### config.mk
export PLATFORM = sky130hd
export DESIGN_NAME = ps2_mouse_packet_tracker
export DESIGN_NICKNAME = d
export VERILOG_FILES = /design/src/rtl/pmt_pkg.sv /design/src/rtl/pmt_update.sv /design/src/rtl/ps2_mouse_packet_tracker.sv
export SDC_FILE = /design/constraint.sdc
export NUM_CORES = 1
export LEC_CHECK = 0
export BUFFER_PORTS_ARGS = -buffer_cell sky130_fd_sc_hd__buf_4
export CORE_ASPECT_RATIO = 0.75
export CORE_MARGIN = 4
export CORE_UTILIZATION = 45
export DETAILED_ROUTE_END_ITERATION = 12
export PLACE_DENSITY = 0.65
export RECOVER_POWER = 100
export SLEW_MARGIN = 30
export SYNTH_ARGS = -nofsm -noshare
export SYNTH_HDL_FRONTEND = slang
export SYNTH_SLANG_ARGS = --single-unit
export TNS_END_PERCENT = 50
### constraint.sdc
create_clock -name clk -period 7.1 [get_ports clk]
set_input_delay 1.42 -clock clk [delete_from_list [all_inputs] [get_ports clk]]
set_output_delay 1.42 -clock clk [all_outputs]
set_load 0.01 [all_outputs]
### src/rtl/pmt_pkg.sv
// Package for the PS/2 mouse packet tracker: item kinds, packet phase codes,
// tracker state and result types, and saturation helpers. No dependencies.
package pmt_pkg;

  localparam int unsigned CUR_W   = 18;
  localparam int unsigned DELTA_W = 16;
  localparam int unsigned POS_W   = 16;
  localparam int unsigned NEW_W   = 17;
  localparam int unsigned BTN_W   = 3;

  localparam logic [7:0]  SYNC_MASK = 8'h08;
  localparam logic [15:0] MAX_X_RST = 16'd800;
  localparam logic [15:0] MAX_Y_RST = 16'd600;

  // Configuration register indexes.
  localparam logic REG_MAX_X = 1'b0;
  localparam logic REG_MAX_Y = 1'b1;

  typedef enum logic [1:0] {
    KIND_MOUSE_BYTE = 2'd0,
    KIND_FRAME_END  = 2'd1,
    KIND_SET_POS    = 2'd2
  } kind_t;

  typedef enum logic [2:0] {
    PH_HEADER = 3'b001,
    PH_XMOVE  = 3'b010,
    PH_YMOVE  = 3'b100
  } phase_t;

  typedef struct packed {
    phase_t                     phase;
    logic [BTN_W-1:0]           hdr_btn;
    logic [7:0]                 xmove;
    logic [BTN_W-1:0]           levels;
    logic [BTN_W-1:0]           press;
    logic [BTN_W-1:0]           release_m;
    logic signed [CUR_W-1:0]    cur_x;
    logic signed [CUR_W-1:0]    cur_y;
    logic signed [DELTA_W-1:0]  frame_dx;
    logic signed [DELTA_W-1:0]  frame_dy;
  } trk_state_t;

  typedef struct packed {
    logic [BTN_W-1:0]           released;
    logic [BTN_W-1:0]           pressed;
    logic [BTN_W-1:0]           down;
    logic signed [DELTA_W-1:0]  delta_y;
    logic signed [DELTA_W-1:0]  delta_x;
    logic [POS_W-1:0]           pos_y;
    logic [POS_W-1:0]           pos_x;
  } frame_rpt_t;

  // Saturate a 19-bit signed sum to the 18-bit cursor range.
  function automatic logic signed [CUR_W-1:0] sat_cur(input logic signed [CUR_W:0] v);
    logic signed [CUR_W-1:0] r;
    if (v[CUR_W] != v[CUR_W-1]) begin
      r = v[CUR_W] ? {1'b1, {(CUR_W-1){1'b0}}} : {1'b0, {(CUR_W-1){1'b1}}};
    end else begin
      r = v[CUR_W-1:0];
    end
    return r;
  endfunction

  // Saturate a 17-bit signed sum to the 16-bit delta range.
  function automatic logic signed [DELTA_W-1:0] sat_delta(
    input logic signed [DELTA_W:0] v
  );
    logic signed [DELTA_W-1:0] r;
    if (v[DELTA_W] != v[DELTA_W-1]) begin
      r = v[DELTA_W] ? {1'b1, {(DELTA_W-1){1'b0}}} : {1'b0, {(DELTA_W-1){1'b1}}};
    end else begin
      r = v[DELTA_W-1:0];
    end
    return r;
  endfunction

endpackage

### src/rtl/pmt_update.sv
// Next-state and frame report logic of the mouse packet tracker.
// Pure combinational; depends on pmt_pkg.
module pmt_update (
  input  pmt_pkg::trk_state_t          cur,
  input  pmt_pkg::kind_t               kind,
  input  logic [7:0]                   data_byte,
  input  logic signed [pmt_pkg::NEW_W-1:0] new_x,
  input  logic signed [pmt_pkg::NEW_W-1:0] new_y,
  input  logic [pmt_pkg::POS_W-1:0]    max_x,
  input  logic [pmt_pkg::POS_W-1:0]    max_y,
  output pmt_pkg::trk_state_t          nxt,
  output logic                         rpt_vld,
  output pmt_pkg::frame_rpt_t          rpt
);

  logic signed [pmt_pkg::CUR_W:0]   dx_c, dy_c;
  logic signed [pmt_pkg::DELTA_W:0] dx_d, dy_d;
  logic [pmt_pkg::POS_W-1:0]        clamp_x, clamp_y;

  // Movement bytes sign-extended to the cursor and delta adder widths.
  assign dx_c = {{(pmt_pkg::CUR_W-7){cur.xmove[7]}}, cur.xmove};
  assign dy_c = {{(pmt_pkg::CUR_W-7){data_byte[7]}}, data_byte};
  assign dx_d = {{(pmt_pkg::DELTA_W-7){cur.xmove[7]}}, cur.xmove};
  assign dy_d = {{(pmt_pkg::DELTA_W-7){data_byte[7]}}, data_byte};

  // Cursor clamped to 0..max; a negative cursor goes to zero.
  always_comb begin
    if (cur.cur_x[pmt_pkg::CUR_W-1]) begin
      clamp_x = '0;
    end else if (cur.cur_x[pmt_pkg::CUR_W-2:0] > {1'b0, max_x}) begin
      clamp_x = max_x;
    end else begin
      clamp_x = cur.cur_x[pmt_pkg::POS_W-1:0];
    end
    if (cur.cur_y[pmt_pkg::CUR_W-1]) begin
      clamp_y = '0;
    end else if (cur.cur_y[pmt_pkg::CUR_W-2:0] > {1'b0, max_y}) begin
      clamp_y = max_y;
    end else begin
      clamp_y = cur.cur_y[pmt_pkg::POS_W-1:0];
    end
  end

  always_comb begin
    nxt     = cur;
    rpt_vld = 1'b0;
    rpt.pos_x    = clamp_x;
    rpt.pos_y    = clamp_y;
    rpt.delta_x  = cur.frame_dx;
    rpt.delta_y  = cur.frame_dy;
    rpt.down     = cur.levels;
    rpt.pressed  = cur.press;
    rpt.released = cur.release_m;
    unique case (kind)
      pmt_pkg::KIND_MOUSE_BYTE: begin
        unique case (cur.phase)
          pmt_pkg::PH_HEADER: begin
            if ((data_byte & pmt_pkg::SYNC_MASK) != 8'h00) begin
              nxt.hdr_btn = data_byte[pmt_pkg::BTN_W-1:0];
              nxt.phase   = pmt_pkg::PH_XMOVE;
            end
          end
          pmt_pkg::PH_XMOVE: begin
            nxt.xmove = data_byte;
            nxt.phase = pmt_pkg::PH_YMOVE;
          end
          default: begin
            // Third byte closes the packet; y grows downward on screen.
            nxt.phase     = pmt_pkg::PH_HEADER;
            nxt.press     = cur.hdr_btn & ~cur.levels;
            nxt.release_m = ~cur.hdr_btn & cur.levels;
            nxt.levels    = cur.hdr_btn;
            nxt.frame_dx  = pmt_pkg::sat_delta({cur.frame_dx[15], cur.frame_dx} + dx_d);
            nxt.frame_dy  = pmt_pkg::sat_delta({cur.frame_dy[15], cur.frame_dy} + dy_d);
            nxt.cur_x     = pmt_pkg::sat_cur({cur.cur_x[17], cur.cur_x} + dx_c);
            nxt.cur_y     = pmt_pkg::sat_cur({cur.cur_y[17], cur.cur_y} - dy_c);
          end
        endcase
      end
      pmt_pkg::KIND_FRAME_END: begin
        rpt_vld       = 1'b1;
        nxt.cur_x     = {2'b00, clamp_x};
        nxt.cur_y     = {2'b00, clamp_y};
        nxt.frame_dx  = '0;
        nxt.frame_dy  = '0;
        nxt.press     = '0;
        nxt.release_m = '0;
      end
      pmt_pkg::KIND_SET_POS: begin
        nxt.cur_x = {new_x[pmt_pkg::NEW_W-1], new_x};
        nxt.cur_y = {new_y[pmt_pkg::NEW_W-1], new_y};
      end
      default: begin
        // Reserved kind: no effect.
      end
    endcase
  end

endmodule

### src/rtl/ps2_mouse_packet_tracker.sv
// Top level of the PS/2 mouse packet tracker: stream ports, APB-style
// configuration registers, input, state and result registers.
// Depends on pmt_pkg and pmt_update.

// The tracker takes one input transfer per clock, for every kind, with no
// bubbles while no frame end item is held. An accepted item waits in the
// input register and is applied to the tracker state as it leaves it; a frame
// end report is then registered in the result register for output. Only frame
// end items (tuser kind 1) produce an output transfer; mouse bytes (kind 0)
// and set-position items (kind 2) only change state, and kind 3 is ignored.
// The result register decouples the two sides: mouse bytes and cursor loads
// keep flowing while a report waits, and only a frame end item that arrives
// behind a stalled report is held, which holds off the items behind it in
// turn. Mouse bytes are grouped into three-byte packets, and a packet start
// is taken only from a byte with bit 3 set, which resynchronizes the stream
// after a lost byte. The cursor is clamped to 0..max_x and 0..max_y at each
// frame end report; set-position values are loaded as given and clamped at
// the next report. Write max_x (address 0) and max_y (address 4) only while
// no item is in flight.
module ps2_mouse_packet_tracker (
  input  logic        clk,
  input  logic        rst_n,
  // Input stream
  input  logic        in_tvalid,
  output logic        in_tready,
  input  logic [47:0] in_tdata,  // data_byte[7:0], new_x[24:8], new_y[41:25], zero pad
  input  logic [1:0]  in_tuser,  // kind[1:0]
  // Result stream
  output logic        out_tvalid,
  input  logic        out_tready,
  output logic [79:0] out_tdata, // pos_x, pos_y, delta_x, delta_y, buttons_down,
                                 // buttons_pressed, buttons_released, zero pad
  // Configuration port
  input  logic        cfg_psel,
  input  logic        cfg_penable,
  input  logic        cfg_pwrite,
  input  logic [2:0]  cfg_paddr,
  input  logic [31:0] cfg_pwdata,
  output logic [31:0] cfg_prdata,
  output logic        cfg_pready
);

  // Configuration registers.
  logic [pmt_pkg::POS_W-1:0] max_x_r, max_y_r;
  logic                      cfg_wr;

  // Input register.
  logic                          in_vld_r;
  pmt_pkg::kind_t                in_kind_r;
  logic [7:0]                    in_byte_r;
  logic signed [pmt_pkg::NEW_W-1:0] in_new_x_r, in_new_y_r;

  // Tracker state and result register.
  pmt_pkg::trk_state_t state_r, state_nxt;
  pmt_pkg::frame_rpt_t rpt_nxt, rpt_r;
  logic                rpt_vld_nxt;
  logic                out_vld_r;

  logic in_xfer, fire;

  // Items that make no report are applied at once; a frame end item waits
  // until the result register is free or being emptied in this same cycle.
  assign fire      = in_vld_r && ((in_kind_r != pmt_pkg::KIND_FRAME_END) ||
                                  !out_vld_r || out_tready);
  assign in_tready = !in_vld_r || fire;
  assign in_xfer   = in_tvalid && in_tready;

  assign cfg_pready = 1'b1;
  assign cfg_wr     = cfg_psel && cfg_penable && cfg_pwrite && cfg_pready;
  assign cfg_prdata = {16'h0000, (cfg_paddr[2] == pmt_pkg::REG_MAX_Y) ? max_y_r : max_x_r};

  always_ff @(posedge clk) begin
    if (!rst_n) begin
      max_x_r <= pmt_pkg::MAX_X_RST;
      max_y_r <= pmt_pkg::MAX_Y_RST;
    end else if (cfg_wr) begin
      if (cfg_paddr[2] == pmt_pkg::REG_MAX_Y) begin
        max_y_r <= cfg_pwdata[pmt_pkg::POS_W-1:0];
      end else begin
        max_x_r <= cfg_pwdata[pmt_pkg::POS_W-1:0];
      end
    end
  end

  // Input register: valid bit under reset, payload loads on each transfer.
  always_ff @(posedge clk) begin
    if (!rst_n) begin
      in_vld_r <= 1'b0;
    end else if (in_xfer) begin
      in_vld_r <= 1'b1;
    end else if (fire) begin
      in_vld_r <= 1'b0;
    end
  end

  always_ff @(posedge clk) begin
    if (in_xfer) begin
      in_kind_r  <= pmt_pkg::kind_t'(in_tuser);
      in_byte_r  <= in_tdata[7:0];
      in_new_x_r <= in_tdata[24:8];
      in_new_y_r <= in_tdata[41:25];
    end
  end

  pmt_update u_update (
    .cur       (state_r),
    .kind      (in_kind_r),
    .data_byte (in_byte_r),
    .new_x     (in_new_x_r),
    .new_y     (in_new_y_r),
    .max_x     (max_x_r),
    .max_y     (max_y_r),
    .nxt       (state_nxt),
    .rpt_vld   (rpt_vld_nxt),
    .rpt       (rpt_nxt)
  );

  always_ff @(posedge clk) begin
    if (!rst_n) begin
      state_r <= '{phase: pmt_pkg::PH_HEADER, default: '0};
    end else if (fire) begin
      state_r <= state_nxt;
    end
  end

  // Result register.
  always_ff @(posedge clk) begin
    if (!rst_n) begin
      out_vld_r <= 1'b0;
    end else if (fire && rpt_vld_nxt) begin
      out_vld_r <= 1'b1;
    end else if (out_tready) begin
      out_vld_r <= 1'b0;
    end
  end

  always_ff @(posedge clk) begin
    if (fire && rpt_vld_nxt) begin
      rpt_r <= rpt_nxt;
    end
  end

  assign out_tvalid = out_vld_r;
  assign out_tdata  = {7'b0000000, rpt_r};

`ifndef SYNTHESIS
  // A press edge is always a button that is now down.
  a_press_subset: assert property (@(posedge clk) disable iff (!rst_n)
    (state_r.press & ~state_r.levels) == '0)
    else $error("press edge on a button that is up");

  // A release edge is always a button that is now up.
  a_release_subset: assert property (@(posedge clk) disable iff (!rst_n)
    (state_r.release_m & state_r.levels) == '0)
    else $error("release edge on a button that is down");

  // Applying a frame end item always leaves a report waiting.
  a_frame_reports: assert property (@(posedge clk) disable iff (!rst_n)
    fire && (in_kind_r == pmt_pkg::KIND_FRAME_END) |=> out_vld_r)
    else $error("frame end item produced no report");

  // Other kinds never create a report out of an empty result register.
  a_no_spurious: assert property (@(posedge clk) disable iff (!rst_n)
    fire && (in_kind_r != pmt_pkg::KIND_FRAME_END) && !out_vld_r |=> !out_vld_r)
    else $error("report created by a non-report item");

  // A report sets the delta accumulators back to zero.
  a_frame_clears: assert property (@(posedge clk) disable iff (!rst_n)
    fire && (in_kind_r == pmt_pkg::KIND_FRAME_END) |=>
      (state_r.frame_dx == '0) && (state_r.frame_dy == '0))
    else $error("frame deltas not cleared after report");
`endif

endmodule
Word level (Yosys, flattened, before mapping)

Cells that the tools add are included.

Magnitude comparators: 2
Reductions and logical operators: 24
Bitwise gates (word level): 6
Multiplexer cells: 24
Eq/ne operators: 11
Add/subtract/negate cells: 4

Operator list:

| cell                                                 | count |
|---|---|
| two-way mux 16 bit                                   | 9 |
| case mux 36 bit (3 select lines)                     | 1 |
| two-way mux 74 bit                                   | 1 |
| two-way mux 18 bit                                   | 4 |
| case mux 32 bit (2 select lines)                     | 1 |
| adder 16 x 8 -> 17 bit                               | 2 |
| greater-than comparator 17 x 16 -> 1 bit             | 2 |
| adder 18 x 8 -> 19 bit                               | 1 |
| subtractor 18 x 8 -> 19 bit                          | 1 |
| AND reduction 3 bit                                  | 5 |
| case mux 6 bit (2 select lines)                      | 1 |
| bitwise AND 3 bit                                    | 2 |
| two-way mux 6 bit                                    | 1 |
| inverter 3 bit                                       | 2 |
| case mux 3 bit (2 select lines)                      | 1 |
| nonzero test 2 bit                                   | 3 |
| logical AND 1 bit                                    | 5 |
| two-way mux 1 bit                                    | 5 |
| inequality test 1 bit                                | 4 |
| inequality test 2 bit (second input constant)        | 2 |
| AND reduction 2 bit                                  | 2 |
| AND reduction 4 bit                                  | 1 |
| equality test 3 x 1 -> 1 bit (second input constant) | 1 |
| equality test 3 x 2 -> 1 bit (second input constant) | 1 |
| 9 further kinds                                      | 13 |

Logic and storage cells: 96
Bits of input ports: 92
Flip-flop bits (word level): 242

Longest topological paths before layout

Depth after elaboration: 7
Gate-level depth with buffers: 15
Gate-level depth less buffers: 14

Modules after synthesis

A second synthesis with hierarchy kept.

Cell total of the unflattened synthesis: 1923
Area total of the unflattened synthesis: 16980.0 um2

Modules (own cells, without submodules):

| module                   | cells an instance | area each (um2) | instances | seq. area each (um2) |
|---|---|---|---|---|
| ps2_mouse_packet_tracker | 692               | 8827.2          | 1         | 6015.8 |
| pmt_update               | 1231              | 8152.8          | 1         | 0.0 |

Worst setup path after synthesis

Ideal clock, no wire load.

Path type: input -> register
Start point: input out_tready
End point: register rpt_r (netlist bit out_tdata[0]), enable pin
Path buffers: 0
Stages on the path: 2
Slack: 3363 ps
Arrival time: 3297 ps
Path through: nand2b_1 -> and3_1

Longest elaborated chain between the ends: 3

Ends and longest elaborated chain:

| element              | RTL line                        | text |
|---|---|---|
| start, declared      | ps2_mouse_packet_tracker.sv:30  | `input logic out_tready,` |
| logical OR 1 bit     | ps2_mouse_packet_tracker.sv:64  | `!out_vld_r \|\| out_tready);` |
| logical AND 1 bit    | ps2_mouse_packet_tracker.sv:63  | `assign fire = in_vld_r && ((in_kind_r != pmt_pkg::KIND_FRAME_END) \|\|` |
| logical AND 1 bit    | ps2_mouse_packet_tracker.sv:138 | `if (fire && rpt_vld_nxt) begin` |
| end signal, assigned | ps2_mouse_packet_tracker.sv:139 | `rpt_r <= rpt_nxt;` |
| end, declared        | ps2_mouse_packet_tracker.sv:55  | `pmt_pkg::frame_rpt_t rpt_nxt, rpt_r;` |

Every way passes these cells.
A chain may end at the register's enable or synchronous reset.

Worst setup path after layout

Start point: register max_x_r[15] (netlist bit)
End point: register state_r[51] (netlist bit)

Longest elaborated chain between the ends: 4

Ends and longest elaborated chain:

| element                                  | RTL line                        | text |
|---|---|---|
| start, declared                          | ps2_mouse_packet_tracker.sv:44  | `logic [pmt_pkg::POS_W-1:0] max_x_r, max_y_r;` |
| start signal, assigned                   | ps2_mouse_packet_tracker.sv:74  | `max_x_r <= pmt_pkg::MAX_X_RST;` |
| start signal, assigned                   | ps2_mouse_packet_tracker.sv:80  | `max_x_r <= cfg_pwdata[pmt_pkg::POS_W-1:0];` |
| greater-than comparator 17 x 16 -> 1 bit | pmt_update.sv:30                | `end else if (cur.cur_x[pmt_pkg::CUR_W-2:0] > {1'b0, max_x}) begin` |
| two-way mux 16 bit                       | pmt_update.sv:30                |  |
| two-way mux 16 bit                       | pmt_update.sv:28                | `if (cur.cur_x[pmt_pkg::CUR_W-1]) begin` |
| case mux 36 bit (3 select lines)         | pmt_update.sv:54                | `unique case (kind)` |
| end signal, assigned                     | ps2_mouse_packet_tracker.sv:122 | `state_r <= state_nxt;` |
| end, declared                            | ps2_mouse_packet_tracker.sv:54  | `pmt_pkg::trk_state_t state_r, state_nxt;` |

Every way passes these cells.

==> summary.md <==
| Metric | Value |
|---|---|
| Final net count | 1,795 |
| Syn avg cell area | between 9 and 10 sq um |
| Outcome | finished, violations left |
| Largest net degree at the start of global routing | 60 |
| Crit path required time | 7.54 ns |
| Unrepaired setup endpoints after global routing | false |
| Gr usage total | 21.7% |
| Crit path kind | flop to flop |
| Worst Setup End Kind | flop |
| # IOs | ~210 |
| Final hold violation count | 0 |
| Slew headroom | -102% |
| Clk root buf | clkbuf_16 |
| Share of the synthesized area in the top cell type | approximately a quarter |
| Register bit total from synthesis | between 200 and 250 |
| Storage element area | 6020 sq um |
| Yosys warnings | 0 |
| Synthesized area | about 14,000 sq um |
| Initial DRC count | 830 |
| CTS clk-pin slew, worst paths | roughly 0.060 ns |
| Clock sinks | 242 |
| M1 GR Usage | 30.8% |
| Post-route ant nets | 0 |
| Setup TNS | 0 ns |
| Grt peak-use layer | met2 |
| Sw Share | 26.2% |
| Routed wire length | around 38,000 microns |
| Ys async rst share | 0% |
| Leak pwr | approximately 6.3 nW |
| CTS tree | yes |
| Post-CTS sizing | 0 |
| WL/cell | 19.1 microns |
| MaxCap Viol Count | 7 |
| Grt total ovfl | 0 |
| DRC viols | 0 |
| Flop pwr share | a little under half |
| First-pass GRT wire length | a little under 60,000 microns |
| Die H | roughly 160 microns |
| Fmax | 188 MHz |
| Worst slew pin tran | 3.00 ns |
| Die width | 209 microns |
| Number of CTS-inserted buffers | 26 |
| Post-layout min period | ~5.3 ns |
| 1st-pass router iterations | 7 |
| Failing checks | max-capacitance violations, max-slew violations |
| Met2 usage | about a third |
| DR vias/cell | roughly 5.7 |
| Detailed placement HPWL | about 28,000 microns |
| Power Density | between 200 and 250 nW/um^2 |
| Clk Latency, worst-skew pair | ~0.55 ns |
| Final RePlAce weighted congestion | 0.876 |
| Final setup viols | 0 |
| Clk pwr share | 41.7% |
| Initial antenna violation count | 1 |
| Hold-fix buffers at CTS | 0 |
| Worst reg2reg setup slack | approximately 1.8 ns |
| Slew Limit Fails | approximately 240 |
| Row count | 54 |
| Full die area | 33,300 sq um |
| Layout cells sized above 1 | 8.62% |
| NetSw | about 900 uW |
| Primary FF master, synth | dfxtp_1 |
| Total number of vias | about 12,000 |
| Combinational power share | between 10% and 20% |
| Grt met3 use | 3.84% |
| Cell taking the most area after synthesis | edfxtp_1 |
| Synth cell types | 78 |
| Internal power | about 2.5 mW |
| Initial Utilization | about 46% |
| Fillers | 2,752 |
| Worst Path Arrival | 5.75 ns |
| Post-Syn Instances | 1,455 |
| Placed cell count | 1,957 |
| Top post-synthesis cells by area | edfxtp_1 (26%), dfxtp_1 (18%), ha_1 (9.7%) |
| Worst hold path type | flop to flop |
| Layout area overhead | 14.4% |
| Port bufs | around 160 |
| Maximum vdd drop | roughly 150 uV |
| Clk buf depth | 3 |
| Sequential element share of the synthesized area | around 44% |
| Area taken by multi-input logic gates | 7070 sq um |
| Post-layout util | 53.1% |
| Htree depth | 1 |
| Number of global-route vias before repair | around 11,000 |
| Layout Cells excl Fill | ~2,000 |
| Clock Skew | ~0.0091 ns |
| Worst Setup Start Kind | flop |
| Total power | 3.44 mW |
| Postcts setup bufs | 0 |
| Crit-path max FO | 27 |
| Fin crit share | 74.9% |
| Number of synthesized flops with an enable pin | roughly 120 |
| CORE AREA | about 30,000 sq um |
-- cells in the final DEF (no fill, tap or decap), drive strengths merged, types with 9 or more instances in the layout --
master,synthesis,routed
edfxtp,117,117
buf,28,29
nand2b,15,15
nand4,10,10
a221oi,13,13
conb,2,24
a31oi,24,24
a211oi,12,12
o21ai,113,113
xor2,9,9
inv,74,75
nand2,149,149
nor2b,11,11
and2,11,11
ha,106,106
a21o,25,25
o21a,25,25
a221o,12,12
o211ai,15,15
nor2,127,127
a21oi,122,122
clkbuf,55,180
mux2i,37,37
nand3,24,24
o31a,12,12
xnor2,29,29
and3,9,9
dfxtp,125,125
nor3,22,22
-- cell type report --
class	instances	share of cell area (%)
inverter	74	1.79
antenna	1	0.0160
timing repair buffer	171	5.78
clock buffer	38	5.07
multi-input combinational	1078	45.1
clock inverter	10	0.687
sequential	242	38.4
tap	392	3.13
-- sequential cells by signal, indices dropped and copies added, names as in the netlist, 2 cells and up --
register and cells:
state_r 91, in_byte_r 8, max_x_r 16, in_kind_r 2, max_y_r 16, in_new_x_r 17
in_new_y_r 17, out_tdata 73
-- metrics by stage --
stage / worst slack, ns / hold slack, ns / cell area [sq um]
2_1_floorplan: 3.36 / 0.409 / 13800
3_3_place_gp: 2.73 / 0.416 / 15100
3_5_place_dp: 2.92 / 0.416 / 15200
4_1_cts: 2.86 / 0.431 / 16100
5_1_grt: 1.39 / 0.449 / 15700
6_report: 1.78 / 0.430 / 15700
-- per-layer routing --
metal	wire length, microns	part of all wire, %
met4	1020	2.7
met2	17100	45
met1	17600	46
met3	2490	6.5
met5	0	0
-- Yosys cell counts (8+ instances only) --
cell type	count
dfxtp_1	125
a2bb2oi_1	8
o21ai_0	108
or3_1	8
a221o_1	12
inv_1	73
a21oi_1	122
nand3_1	24
and3_1	9
o21a_1	25
nand3b_1	8
a221oi_1	13
clkbuf_1	55
a31oi_1	24
a211oi_1	12
xnor2_1	29
a21o_1	25
and2_1	11
o31a_1	12
edfxtp_1	117
nand2_1	149
buf_4	24
nor3_1	22
o211ai_1	15
nor2_1	127
ha_1	106
xor2_1	9
nand2b_1	15
nand4_1	10
a22o_1	8
mux2i_1	37
nor2b_1	11
-- logic make-up (layout without fill, tap and decap cells) --
| logic type | Yosys count | count (layout) | synth area share [%] |
|---|---|---|---|
| compound gates | 446 | 446 | 21.3 |
| fa+ha+maj | 110 | 110 | 10.3 |
| flops | 242 | 242 | 44.0 |
| buf+inv | 157 | 293 | 5.04 |
| mux | 39 | 39 | 2.87 |
| xor+xnor | 38 | 38 | 2.43 |
| other cells | 2 | 25 | 0.0549 |
| simple gates | 421 | 421 | 14.1 |
-- power groups by stage --
stage | combinational [mW] | clock, mW | sequential [mW]
6_report | 0.453 | 1.43 | 1.55
2_1_floorplan | 0.322 | 0 | 1.57
4_1_cts | 0.461 | 1.45 | 1.55
3_5_place_dp | 0.458 | 0 | 1.58
3_3_place_gp | 0.446 | 0 | 1.58
5_1_grt | 0.499 | 1.52 | 1.56
-- critical path, stage by stage (launching register included) --
cell	delay, ns
dfxtp_1	0.41
inv_1	0.14
ha_1	0.33
nand4b_1	0.15
nor4_1	0.09
a2111oi_0	0.40
o21ai_0	0.25
o21ai_0	2.28
mux2i_1	0.50
o31a_1	0.43
a221oi_1	0.22
-- worst paths after layout --
| check | from | endpoint | depth (start not counted) |
|---|---|---|---|
| setup reg to reg | max_x_r[15] | state_r[51] | 10 |
| setup / recovery | max_x_r[15] | state_r[51] | 10 |
| hold / removal | state_r[70] | out_tdata[72] | 0 |
| hold reg to reg | state_r[70] | out_tdata[72] | 0 |
Note: power is estimated with default switching activity, not from simulation.
